### src/rtl/bfs_pkg.sv
// shared types, register codes and mark helpers for the byte frame sync block
// no dependencies
package bfs_pkg;

  localparam int MAX_MARK_LEN = 4;
  localparam int MARK_BYTES   = 4;

  typedef enum logic [1:0] {
    PHASE_HEADER  = 2'd0,
    PHASE_PAYLOAD = 2'd1,
    PHASE_TRAILER = 2'd2
  } phase_t;

  typedef enum logic [2:0] {
    REG_HEADER_LEN    = 3'd0,
    REG_HEADER_BYTES  = 3'd1,
    REG_PAYLOAD_LEN   = 3'd2,
    REG_TRAILER_LEN   = 3'd3,
    REG_TRAILER_BYTES = 3'd4
  } reg_index_t;

  typedef struct packed {
    logic [2:0]  header_len;
    logic [31:0] header_bytes;
    logic [7:0]  payload_len;
    logic [2:0]  trailer_len;
    logic [31:0] trailer_bytes;
  } cfg_t;

  typedef struct packed {
    phase_t     phase;
    logic [7:0] position;
  } sync_state_t;

  typedef struct packed {
    logic       payload_valid;
    logic [7:0] payload_index;
    logic [7:0] payload_byte;
    logic       frame_ok;
  } result_t;

  // mark length clipped to the supported maximum
  function automatic logic [7:0] mark_len(input logic [2:0] len);
    logic [7:0] wide;
    wide = {5'd0, len};
    if (wide > 8'(MAX_MARK_LEN)) begin
      return 8'(MAX_MARK_LEN);
    end
    return wide;
  endfunction

  // byte idx of a packed mark, zero past the packed bytes
  function automatic logic [7:0] mark_byte(input logic [31:0] marks, input logic [7:0] idx);
    logic [7:0] r;
    r = '0;
    if (idx < 8'(MARK_BYTES) && idx < 8'(MAX_MARK_LEN)) begin
      r = marks[{idx[1:0], 3'b000} +: 8];
    end
    return r;
  endfunction

endpackage

### src/rtl/bfs_step.sv
// next-state and result logic for one received byte
// depends on bfs_pkg
module bfs_step import bfs_pkg::*; (
  input  cfg_t        cfg,
  input  sync_state_t cur,
  input  logic [7:0]  rx_byte,
  output sync_state_t nxt,
  output result_t     res
);

  logic [7:0] pos_inc;
  logic [7:0] plen;
  logic [7:0] hlen;
  logic [7:0] tlen;
  logic       hdr_hit;
  logic       trl_hit;

  assign pos_inc = cur.position + 8'd1;
  assign plen    = (cfg.payload_len == 8'd0) ? 8'd1 : cfg.payload_len;
  assign hlen    = mark_len((cfg.header_len == 3'd0) ? 3'd1 : cfg.header_len);
  assign tlen    = mark_len(cfg.trailer_len);
  assign hdr_hit = (rx_byte == mark_byte(cfg.header_bytes, cur.position));
  assign trl_hit = (rx_byte == mark_byte(cfg.trailer_bytes, cur.position));

  always_comb begin
    nxt = cur;
    res = '0;
    unique case (cur.phase)
      PHASE_PAYLOAD: begin
        res.payload_valid = 1'b1;
        res.payload_index = cur.position;
        res.payload_byte  = rx_byte;
        nxt.position      = pos_inc;
        if (pos_inc == 8'd0 || pos_inc >= plen) begin
          nxt.position = '0;
          if (cfg.trailer_len == 3'd0) begin
            nxt.phase    = PHASE_HEADER;
            res.frame_ok = 1'b1;
          end else begin
            nxt.phase = PHASE_TRAILER;
          end
        end
      end
      PHASE_TRAILER: begin
        nxt.position = pos_inc;
        if (!trl_hit) begin
          nxt.phase    = PHASE_HEADER;
          nxt.position = '0;
        end else if (pos_inc >= tlen) begin
          nxt.phase    = PHASE_HEADER;
          nxt.position = '0;
          res.frame_ok = 1'b1;
        end
      end
      default: begin
        // header hunt, also the unused phase code
        nxt.phase    = PHASE_HEADER;
        nxt.position = pos_inc;
        if (!hdr_hit) begin
          nxt.position = '0;
        end else if (pos_inc >= hlen) begin
          nxt.phase    = PHASE_PAYLOAD;
          nxt.position = '0;
        end
      end
    endcase
  end

endmodule

### src/rtl/byte_frame_sync_header_trailer_core.sv
// top level of the byte frame synchronizer: config registers, sync state, result register
// depends on bfs_pkg and bfs_step
//
// byte-stream frame synchronizer. every received byte (rx_byte) is one input
// transaction and yields exactly one result transaction. the block hunts for a
// header of header_len bytes (1 to 4, byte i of header_bytes in bits 8i+7..8i);
// a mismatching byte restarts the hunt and is not retried as a first header byte.
// after the header, payload_len bytes come out with payload_valid set and their
// index in payload_index; other results carry zero payload fields. if
// trailer_len is nonzero the trailer bytes are then checked, and a mismatch
// returns to hunting without a frame. frame_ok marks the byte that completes a
// frame (the last payload byte when there is no trailer). throughput is one byte
// per clock while out_ready stays high: the phase/position update is a single
// compare and increment feeding the state register, and the result register is
// refilled in the same cycle it is drained. configuration writes are always
// accepted (cfg_ready is tied high) and take effect on the next byte; write them
// only while the block is idle.
module byte_frame_sync_header_trailer_core import bfs_pkg::*; (
  input  logic        clk,
  input  logic        rst,
  // configuration write channel
  input  logic        cfg_valid,
  output logic        cfg_ready,
  input  logic [2:0]  cfg_index,
  input  logic [31:0] cfg_data,
  // received byte channel
  input  logic        in_valid,
  output logic        in_ready,
  input  logic [7:0]  rx_byte,
  // result channel
  output logic        out_valid,
  input  logic        out_ready,
  output logic        payload_valid,
  output logic [7:0]  payload_index,
  output logic [7:0]  payload_byte,
  output logic        frame_ok
);

  cfg_t        cfg_regs;
  sync_state_t sync_state;
  sync_state_t sync_state_next;
  result_t     step_res;
  result_t     result;
  logic        in_fire;

  // config writes never stall
  assign cfg_ready = 1'b1;

  // take a new byte whenever the result register is empty or being drained
  assign in_ready = !out_valid || out_ready;
  assign in_fire  = in_valid && in_ready;

  always_ff @(posedge clk) begin
    if (rst) begin
      cfg_regs.header_len    <= 3'd2;
      cfg_regs.header_bytes  <= '0;
      cfg_regs.payload_len   <= 8'd1;
      cfg_regs.trailer_len   <= '0;
      cfg_regs.trailer_bytes <= '0;
    end else if (cfg_valid && cfg_ready) begin
      unique case (cfg_index)
        REG_HEADER_LEN:    cfg_regs.header_len    <= cfg_data[2:0];
        REG_HEADER_BYTES:  cfg_regs.header_bytes  <= cfg_data;
        REG_PAYLOAD_LEN:   cfg_regs.payload_len   <= cfg_data[7:0];
        REG_TRAILER_LEN:   cfg_regs.trailer_len   <= cfg_data[2:0];
        REG_TRAILER_BYTES: cfg_regs.trailer_bytes <= cfg_data;
        default: ; // indexes past the register list are dropped
      endcase
    end
  end

  // phase and position decision for the incoming byte
  bfs_step u_step (
    .cfg     (cfg_regs),
    .cur     (sync_state),
    .rx_byte (rx_byte),
    .nxt     (sync_state_next),
    .res     (step_res)
  );

  // sync state advances only on an accepted byte
  always_ff @(posedge clk) begin
    if (rst) begin
      sync_state.phase    <= PHASE_HEADER;
      sync_state.position <= '0;
    end else if (in_fire) begin
      sync_state <= sync_state_next;
    end
  end

  // result register, valid flag under reset
  always_ff @(posedge clk) begin
    if (rst) begin
      out_valid <= 1'b0;
    end else if (in_fire) begin
      out_valid <= 1'b1;
    end else if (out_ready) begin
      out_valid <= 1'b0;
    end
  end

  always_ff @(posedge clk) begin
    if (in_fire) begin
      result <= step_res;
    end
  end

  assign payload_valid = result.payload_valid;
  assign payload_index = result.payload_index;
  assign payload_byte  = result.payload_byte;
  assign frame_ok      = result.frame_ok;

endmodule

### config.mk
export PLATFORM = sky130hd
export DESIGN_NAME = byte_frame_sync_header_trailer_core
export DESIGN_NICKNAME = d
export VERILOG_FILES = /design/src/rtl/bfs_pkg.sv /design/src/rtl/bfs_step.sv /design/src/rtl/byte_frame_sync_header_trailer_core.sv
export SDC_FILE = /design/constraint.sdc
export NUM_CORES = 1
export LEC_CHECK = 0
export BUFFER_PORTS_ARGS = -buffer_cell sky130_fd_sc_hd__buf_4
export CAP_MARGIN = 40
export CORE_MARGIN = 1
export CORE_UTILIZATION = 35
export DETAILED_ROUTE_END_ITERATION = 16
export PLACE_DENSITY_LB_ADDON = 0.25
export SETUP_SLACK_MARGIN = 0.2
export SLEW_MARGIN = 20
export SYNTH_ARGS = -nofsm -noshare
export SYNTH_HDL_FRONTEND = slang
export SYNTH_HIERARCHICAL = 1
export SYNTH_SLANG_ARGS = --single-unit
### constraint.sdc
create_clock -name clk -period 4.3 [get_ports clk]
set_input_delay 0.215 -clock clk [delete_from_list [all_inputs] [get_ports clk]]
set_output_delay 0.215 -clock clk [all_outputs]
set_load 0.02 [all_outputs]
Yosys cells after proc, flatten, opt, wreduce, memory -nomap -nowiden
Cells that the tools add are included.
Storage, ports and cells
  bits in registers: 107
  bits of input ports: 48
  output and inout port bits: 21
  word-level logic and storage cells: 73
Operators by class
  add/sub/neg operators: 1
  magnitude comparators: 6
  equal/unequal tests: 10
  shifts and indexed selects: 2
  muxes and demuxes: 26
  reductions and logical operators: 16
Operator list (count)
  two-way mux 8 bit: 8
  indexed part select 32 x 6 -> 8 bit: 2
  two-way mux 10 bit: 3
  >= comparator 8 bit: 3
  case mux 10 bit (2 select lines): 1
  two-way mux 17 bit: 1
  equality test 8 bit: 2
  zero test 8 bit: 2
  AND reduction 2 bit: 5
  zero test 3 bit: 3
  two-way mux 1 bit: 9
  two-way mux 9 bit: 1
  adder 8 x 1 -> 8 bit, second input constant: 1
  < comparator 8 x 3 -> 1 bit, second input constant: 1
  equality test 3 x 2 -> 1 bit, second input constant: 2
  > comparator 3 bit, second input constant: 2
  equality test 3 x 1 -> 1 bit, second input constant: 1
  equality test 3 bit, second input constant: 1
  two-way mux 3 bit: 1
  inequality test 3 bit, second input constant: 1
  AND reduction 3 bit: 1
  equality test 2 x 1 -> 1 bit, second input constant: 1
  equality test 2 bit, second input constant: 1
  logical OR 1 bit: 2
  other kinds (6): 6

Longest topological paths before layout
  word-level depth: 9
  gate-level depth with buffers: 15
  mapped depth without buffers: 13

Modules after synthesis
The synthesis kept the hierarchy.
By module, submodules not included
  byte_frame_sync_header_trailer_core: instances 1, cells each 403, area each 3807.4 µm², sequential area each 2322.2 µm²
  bfs_step: instances 1, cells each 196, area each 1637.8 µm², sequential area each 0.0 µm²

Least setup slack after synthesis
OpenSTA, ideal clock, no wires.
  kind: reg2reg
  start point: register sync_state[0] (netlist name)
  end point: register sync_state[9] (netlist name)
  setup time: 70 ps
  arrival time: 2987 ps
  required time: 4230 ps
  slack: 1243 ps
  cell stages (with the launch flop): 16
  buffers on the path: 2
  clock period less this slack: 3057 ps
  cells stage by stage: dfxtp_1 -> buf_6 -> buf_2 -> and4_1 -> nand2_1 -> xnor2_1 -> ha_1 -> a21o_1 -> a21oi_1 -> nor2b_1 -> a311oi_1 -> o211ai_1 -> o21a_4 -> o22ai_2 -> nand3_1 -> a21oi_1
RTL lines
  from (decl): line byte_frame_sync_header_trailer_core.sv:40  | sync_state_t sync_state;
  from (signal assigned): line byte_frame_sync_header_trailer_core.sv:87  | sync_state <= sync_state_next;

==> results.tsv <==
stage	metric	value	unit
finish	Cell Count, Final, Fillers Out	835	
grt	number of global-route vias before repair	4170	
die	floorplan core area	15200	um2
grt	GRT met3 Usage	4.34	%
routing	DRT iter0 DRCs	242	
synth	ys async rst share	0	%
placement	post-DP HPWL	9.67	mm
grt	initial antenna violation count	0	
grt	largest net degree at the start of global routing	61	
timing	actual slew at the worst max-slew pin	0.750	ns
timing	period utilization	75.4	%
die	Die Footprint	16100	um2
hold_path	worst hold path depth	3	
pwr	maximum VDD drop	0.000189	V
synth	Yosys warning count	6	
critical_path	crit path buf inv count	0	
clocking	hold_buf cts	0	
grt	GRT overflow	0	
die	I/O Pins	69	
grt	met1 usage in global routing	22.8	%
synth	Post-Syn Nets	665	
critical_path	Worst Setup End Kind	flop	
clocking	postcts setup bufs	0	
routing	DR vias	4360	
synth	most frequent cell after synthesis	nand2_1	
synth	most area-hungry cell type in the Yosys netlist	dfxtp_1	
synth	Mapped Cells	599	
clocking	Resize count post-CTS	0	
timing	Fmax achieved	0.308	GHz
hold_path	worst hold path type	in -> reg	
placement	placed insts	817	
pwr	overall power	2.08	mW
critical_path	cell family with most CP delay	compound AO/OA/AOI/OAI gates	
grt	grt peak-use layer	met2	
critical_path	Crit path required time	4.59	ns
synth	top cells by count, synth	136 x nand2_1, 89 x dfxtp_1, 83 x a21oi_1	
placement	input/output buffers	67	
critical_path	R2R Setup Slk	1.06	ns
routing	final wirelength	13.3	mm
finish	antenna cells	0	
synth	Synth area leaders	dfxtp_1 33%, edfxtp_1 9.9%, nand2_1 9.4%	
synth	dominant synthesized flop cell	dfxtp_1	
critical_path	Crit path largest cell delay	0.51	ns
clocking	CTS tree	built	
critical_path	cells on worst reg2reg path	13	
finish	share of layout cells above drive strength 1	19.2	%
routing	Final ANT Viol Nets	0	
die	Die Wd	127	um
synth	synthesized area	5450	um2
timing	setup TNS	0	ns
die	die height	127	um
critical_path	crit path max-delay cell type	dfxtp_1	
timing	Max Clock Skew	0.0118	ns
timing	post-route minimum period	3.24	ns
clocking	Clock Sinks	107	
pwr	Pleak	2.31	nW
routing	Pre-Repair DR Iteration Count	5	
synth	Seq/Total Area, Yosys	42.6	%
clocking	clk buf depth	2	
timing	Final setup violation count	0	
synth	number of synthesized flops with an enable pin	18	
timing	Fin Hold WS	0.108	ns
clocking	htree depth	3	
clocking	Clock transition at path regs	0.07	ns
critical_path	reg-to-reg endpoint	sync_state[9]$_SDFFE_PP0P_	
placement	Final GP Congestion	0.800	
timing	Final Hold Vio Count	0	
critical_path	sequence of cells on the critical path	ha_1 -> and3_1 -> nand3_1 -> xnor2_1 -> ha_1 -> a21oi_1 -> nor2b_1 -> a311oi_1 -> o211ai_1 -> o21a_4 -> o22ai_2 -> nand3_1 -> a21oi_1	
routing	Via density	5.22	
timing	max-slew violation count	0	
critical_path	R2R Path Start	sync_state[0]$_SDFFE_PP0P_	
timing	Worst slew margin	50.0	%
synth	Seq cells post-synth	107	
critical_path	CP startpoint kind	flop	
grt	GR Util met2	27.9	%
hold_path	hold path start	cfg_data[27]	
synth	Synth top area share	32.7	%
die	row cnt	45	
critical_path	crit-path max FO	9	
critical_path	arrival time at the worst endpoint	3.53	ns
finish	nets@finish	708	
clocking	clk root buf	clkbuf_16	
synth	Cell variety after synth	58	
critical_path	CP Class	reg -> reg	
routing	DR DRC count	0	
hold_path	Hold EP	cfg_regs[27]$_SDFFE_PP0P_	
timing	RSZ-0062 raised after global routing	false	
grt	first-pass GRT wire length	21.7	mm
clocking	CTS buffer count	9	
finish	Synth-to-Final Area Change	16.4	%
grt	total global-route track usage	17.3	%
synth	Mean Syn Cell Area	9.09	um2
die	initial core utilization	35.8	%
routing	WL per Instance	15.9	um
job	number of max-cap violations	0	
pwr	Pwr Density	328	nW/um2
run_status	status	finished, final reports clean	
clocking	Clock Latency Late Sink	0.36	ns
==> cell usage in the layout, fill, tap and decap left out, drive strengths merged, types with 10 or more instances in the layout <==
master,n
buf,74
nor2,27
dfxtp,89
mux4,16
nor2b,10
and2,18
a21oi,83
clkbuf,10
ha,18
mux2i,12
edfxtp,18
inv,21
nand4,12
nand3,14
nand2,136
a21bo,10
xnor2,15
==> how the worst max path moves through the flow <==
stage / cells past startpoint / slack, ns / startpoint / endpoint
after global routing: 10 / 0.78 / sync_state[0]$_SDFFE_PP0P_ / sync_state[2]$_SDFFE_PP0P_
after global placement: 10 / 1.13 / sync_state[0]$_SDFFE_PP0P_ / sync_state[6]$_SDFFE_PP0P_
after floorplan: 15 / 1.24 / sync_state[0]$_SDFFE_PP0P_ / sync_state[9]$_SDFFE_PP0P_
final: 13 / 1.06 / sync_state[0]$_SDFFE_PP0P_ / sync_state[9]$_SDFFE_PP0P_
after CTS: 10 / 1.03 / sync_state[0]$_SDFFE_PP0P_ / sync_state[9]$_SDFFE_PP0P_
after detailed placement: 10 / 1.05 / sync_state[0]$_SDFFE_PP0P_ / sync_state[2]$_SDFFE_PP0P_
==> stage by stage <==
| stage | worst slack, ns | util (%) | area, um2 |
|---|---|---|---|
| floorplan | 1.24 | - | 5450 |
| global placement | 1.13 | 39.4 | 5990 |
| detailed placement | 1.05 | 39.6 | 6010 |
| CTS | 1.03 | 41.5 | 6310 |
| global route | 0.784 | 41.7 | 6340 |
| finish | 1.06 | 41.7 | 6340 |
==> cell type report <==
class                           count  area, um2
Tap cell                          188        235
Multi-Input combinational cell    433       2830
Fill cell                        1528       8860
Inverter                           17       63.8
Clock inverter                      6       70.1
Clock buffer                       10        229
Sequential cell                   107       2320
Timing Repair Buffer               74        587
==> flip-flops by register name (all words and copies together), names as in the netlist <==
signal,count
cfg_regs,78
frame_ok,1
payload_byte,8
payload_index,8
out_valid,1
payload_valid,1
sync_state,10
==> routing by layer <==
layer / share of wire (%) / vias up / wire length, um
met1: 47 / 2059 / 6270
met5: 0 / - / 0
met2: 45 / 117 / 6010
li1: - / 2169 / -
met4: 1.6 / 0 / 211
met3: 6.2 / 15 / 826
==> power breakdown <==
| part | internal (mW) | switching, mW | total (mW) | leakage, nW |
|---|---|---|---|---|
| clock | 0.460 | 0.387 | 0.847 | 0.150 |
| combinational | 0.0776 | 0.102 | 0.180 | 1.26 |
| sequential | 1.04 | 0.0117 | 1.05 | 0.902 |
==> worst reg2reg max path: stages, from the launching register on <==
cell,delay (ns)
dfxtp_1,0.51
ha_1,0.27
and3_1,0.22
nand3_1,0.11
xnor2_1,0.33
ha_1,0.31
a21oi_1,0.13
nor2b_1,0.07
a311oi_1,0.34
o211ai_1,0.31
o21a_4,0.24
o22ai_2,0.14
nand3_1,0.09
a21oi_1,0.12
==> cells by family (layout without fill, tap and decap cells) <==
kind of cell | after synthesis | in the layout | share of synthesized area [%]
AND/OR/NAND/NOR | 243 | 243 | 21.6
AO/OA/AOI/OAI | 127 | 127 | 14.6
flip-flops | 107 | 107 | 42.6
buffers and inverters | 59 | 107 | 5.35
multiplexers | 28 | 28 | 9.03
adder cells (fa/ha/maj) | 18 | 18 | 4.14
XOR/XNOR | 16 | 16 | 2.57
other | 1 | 1 | 0.0689
Note: power is estimated with default switching activity, not from simulation.
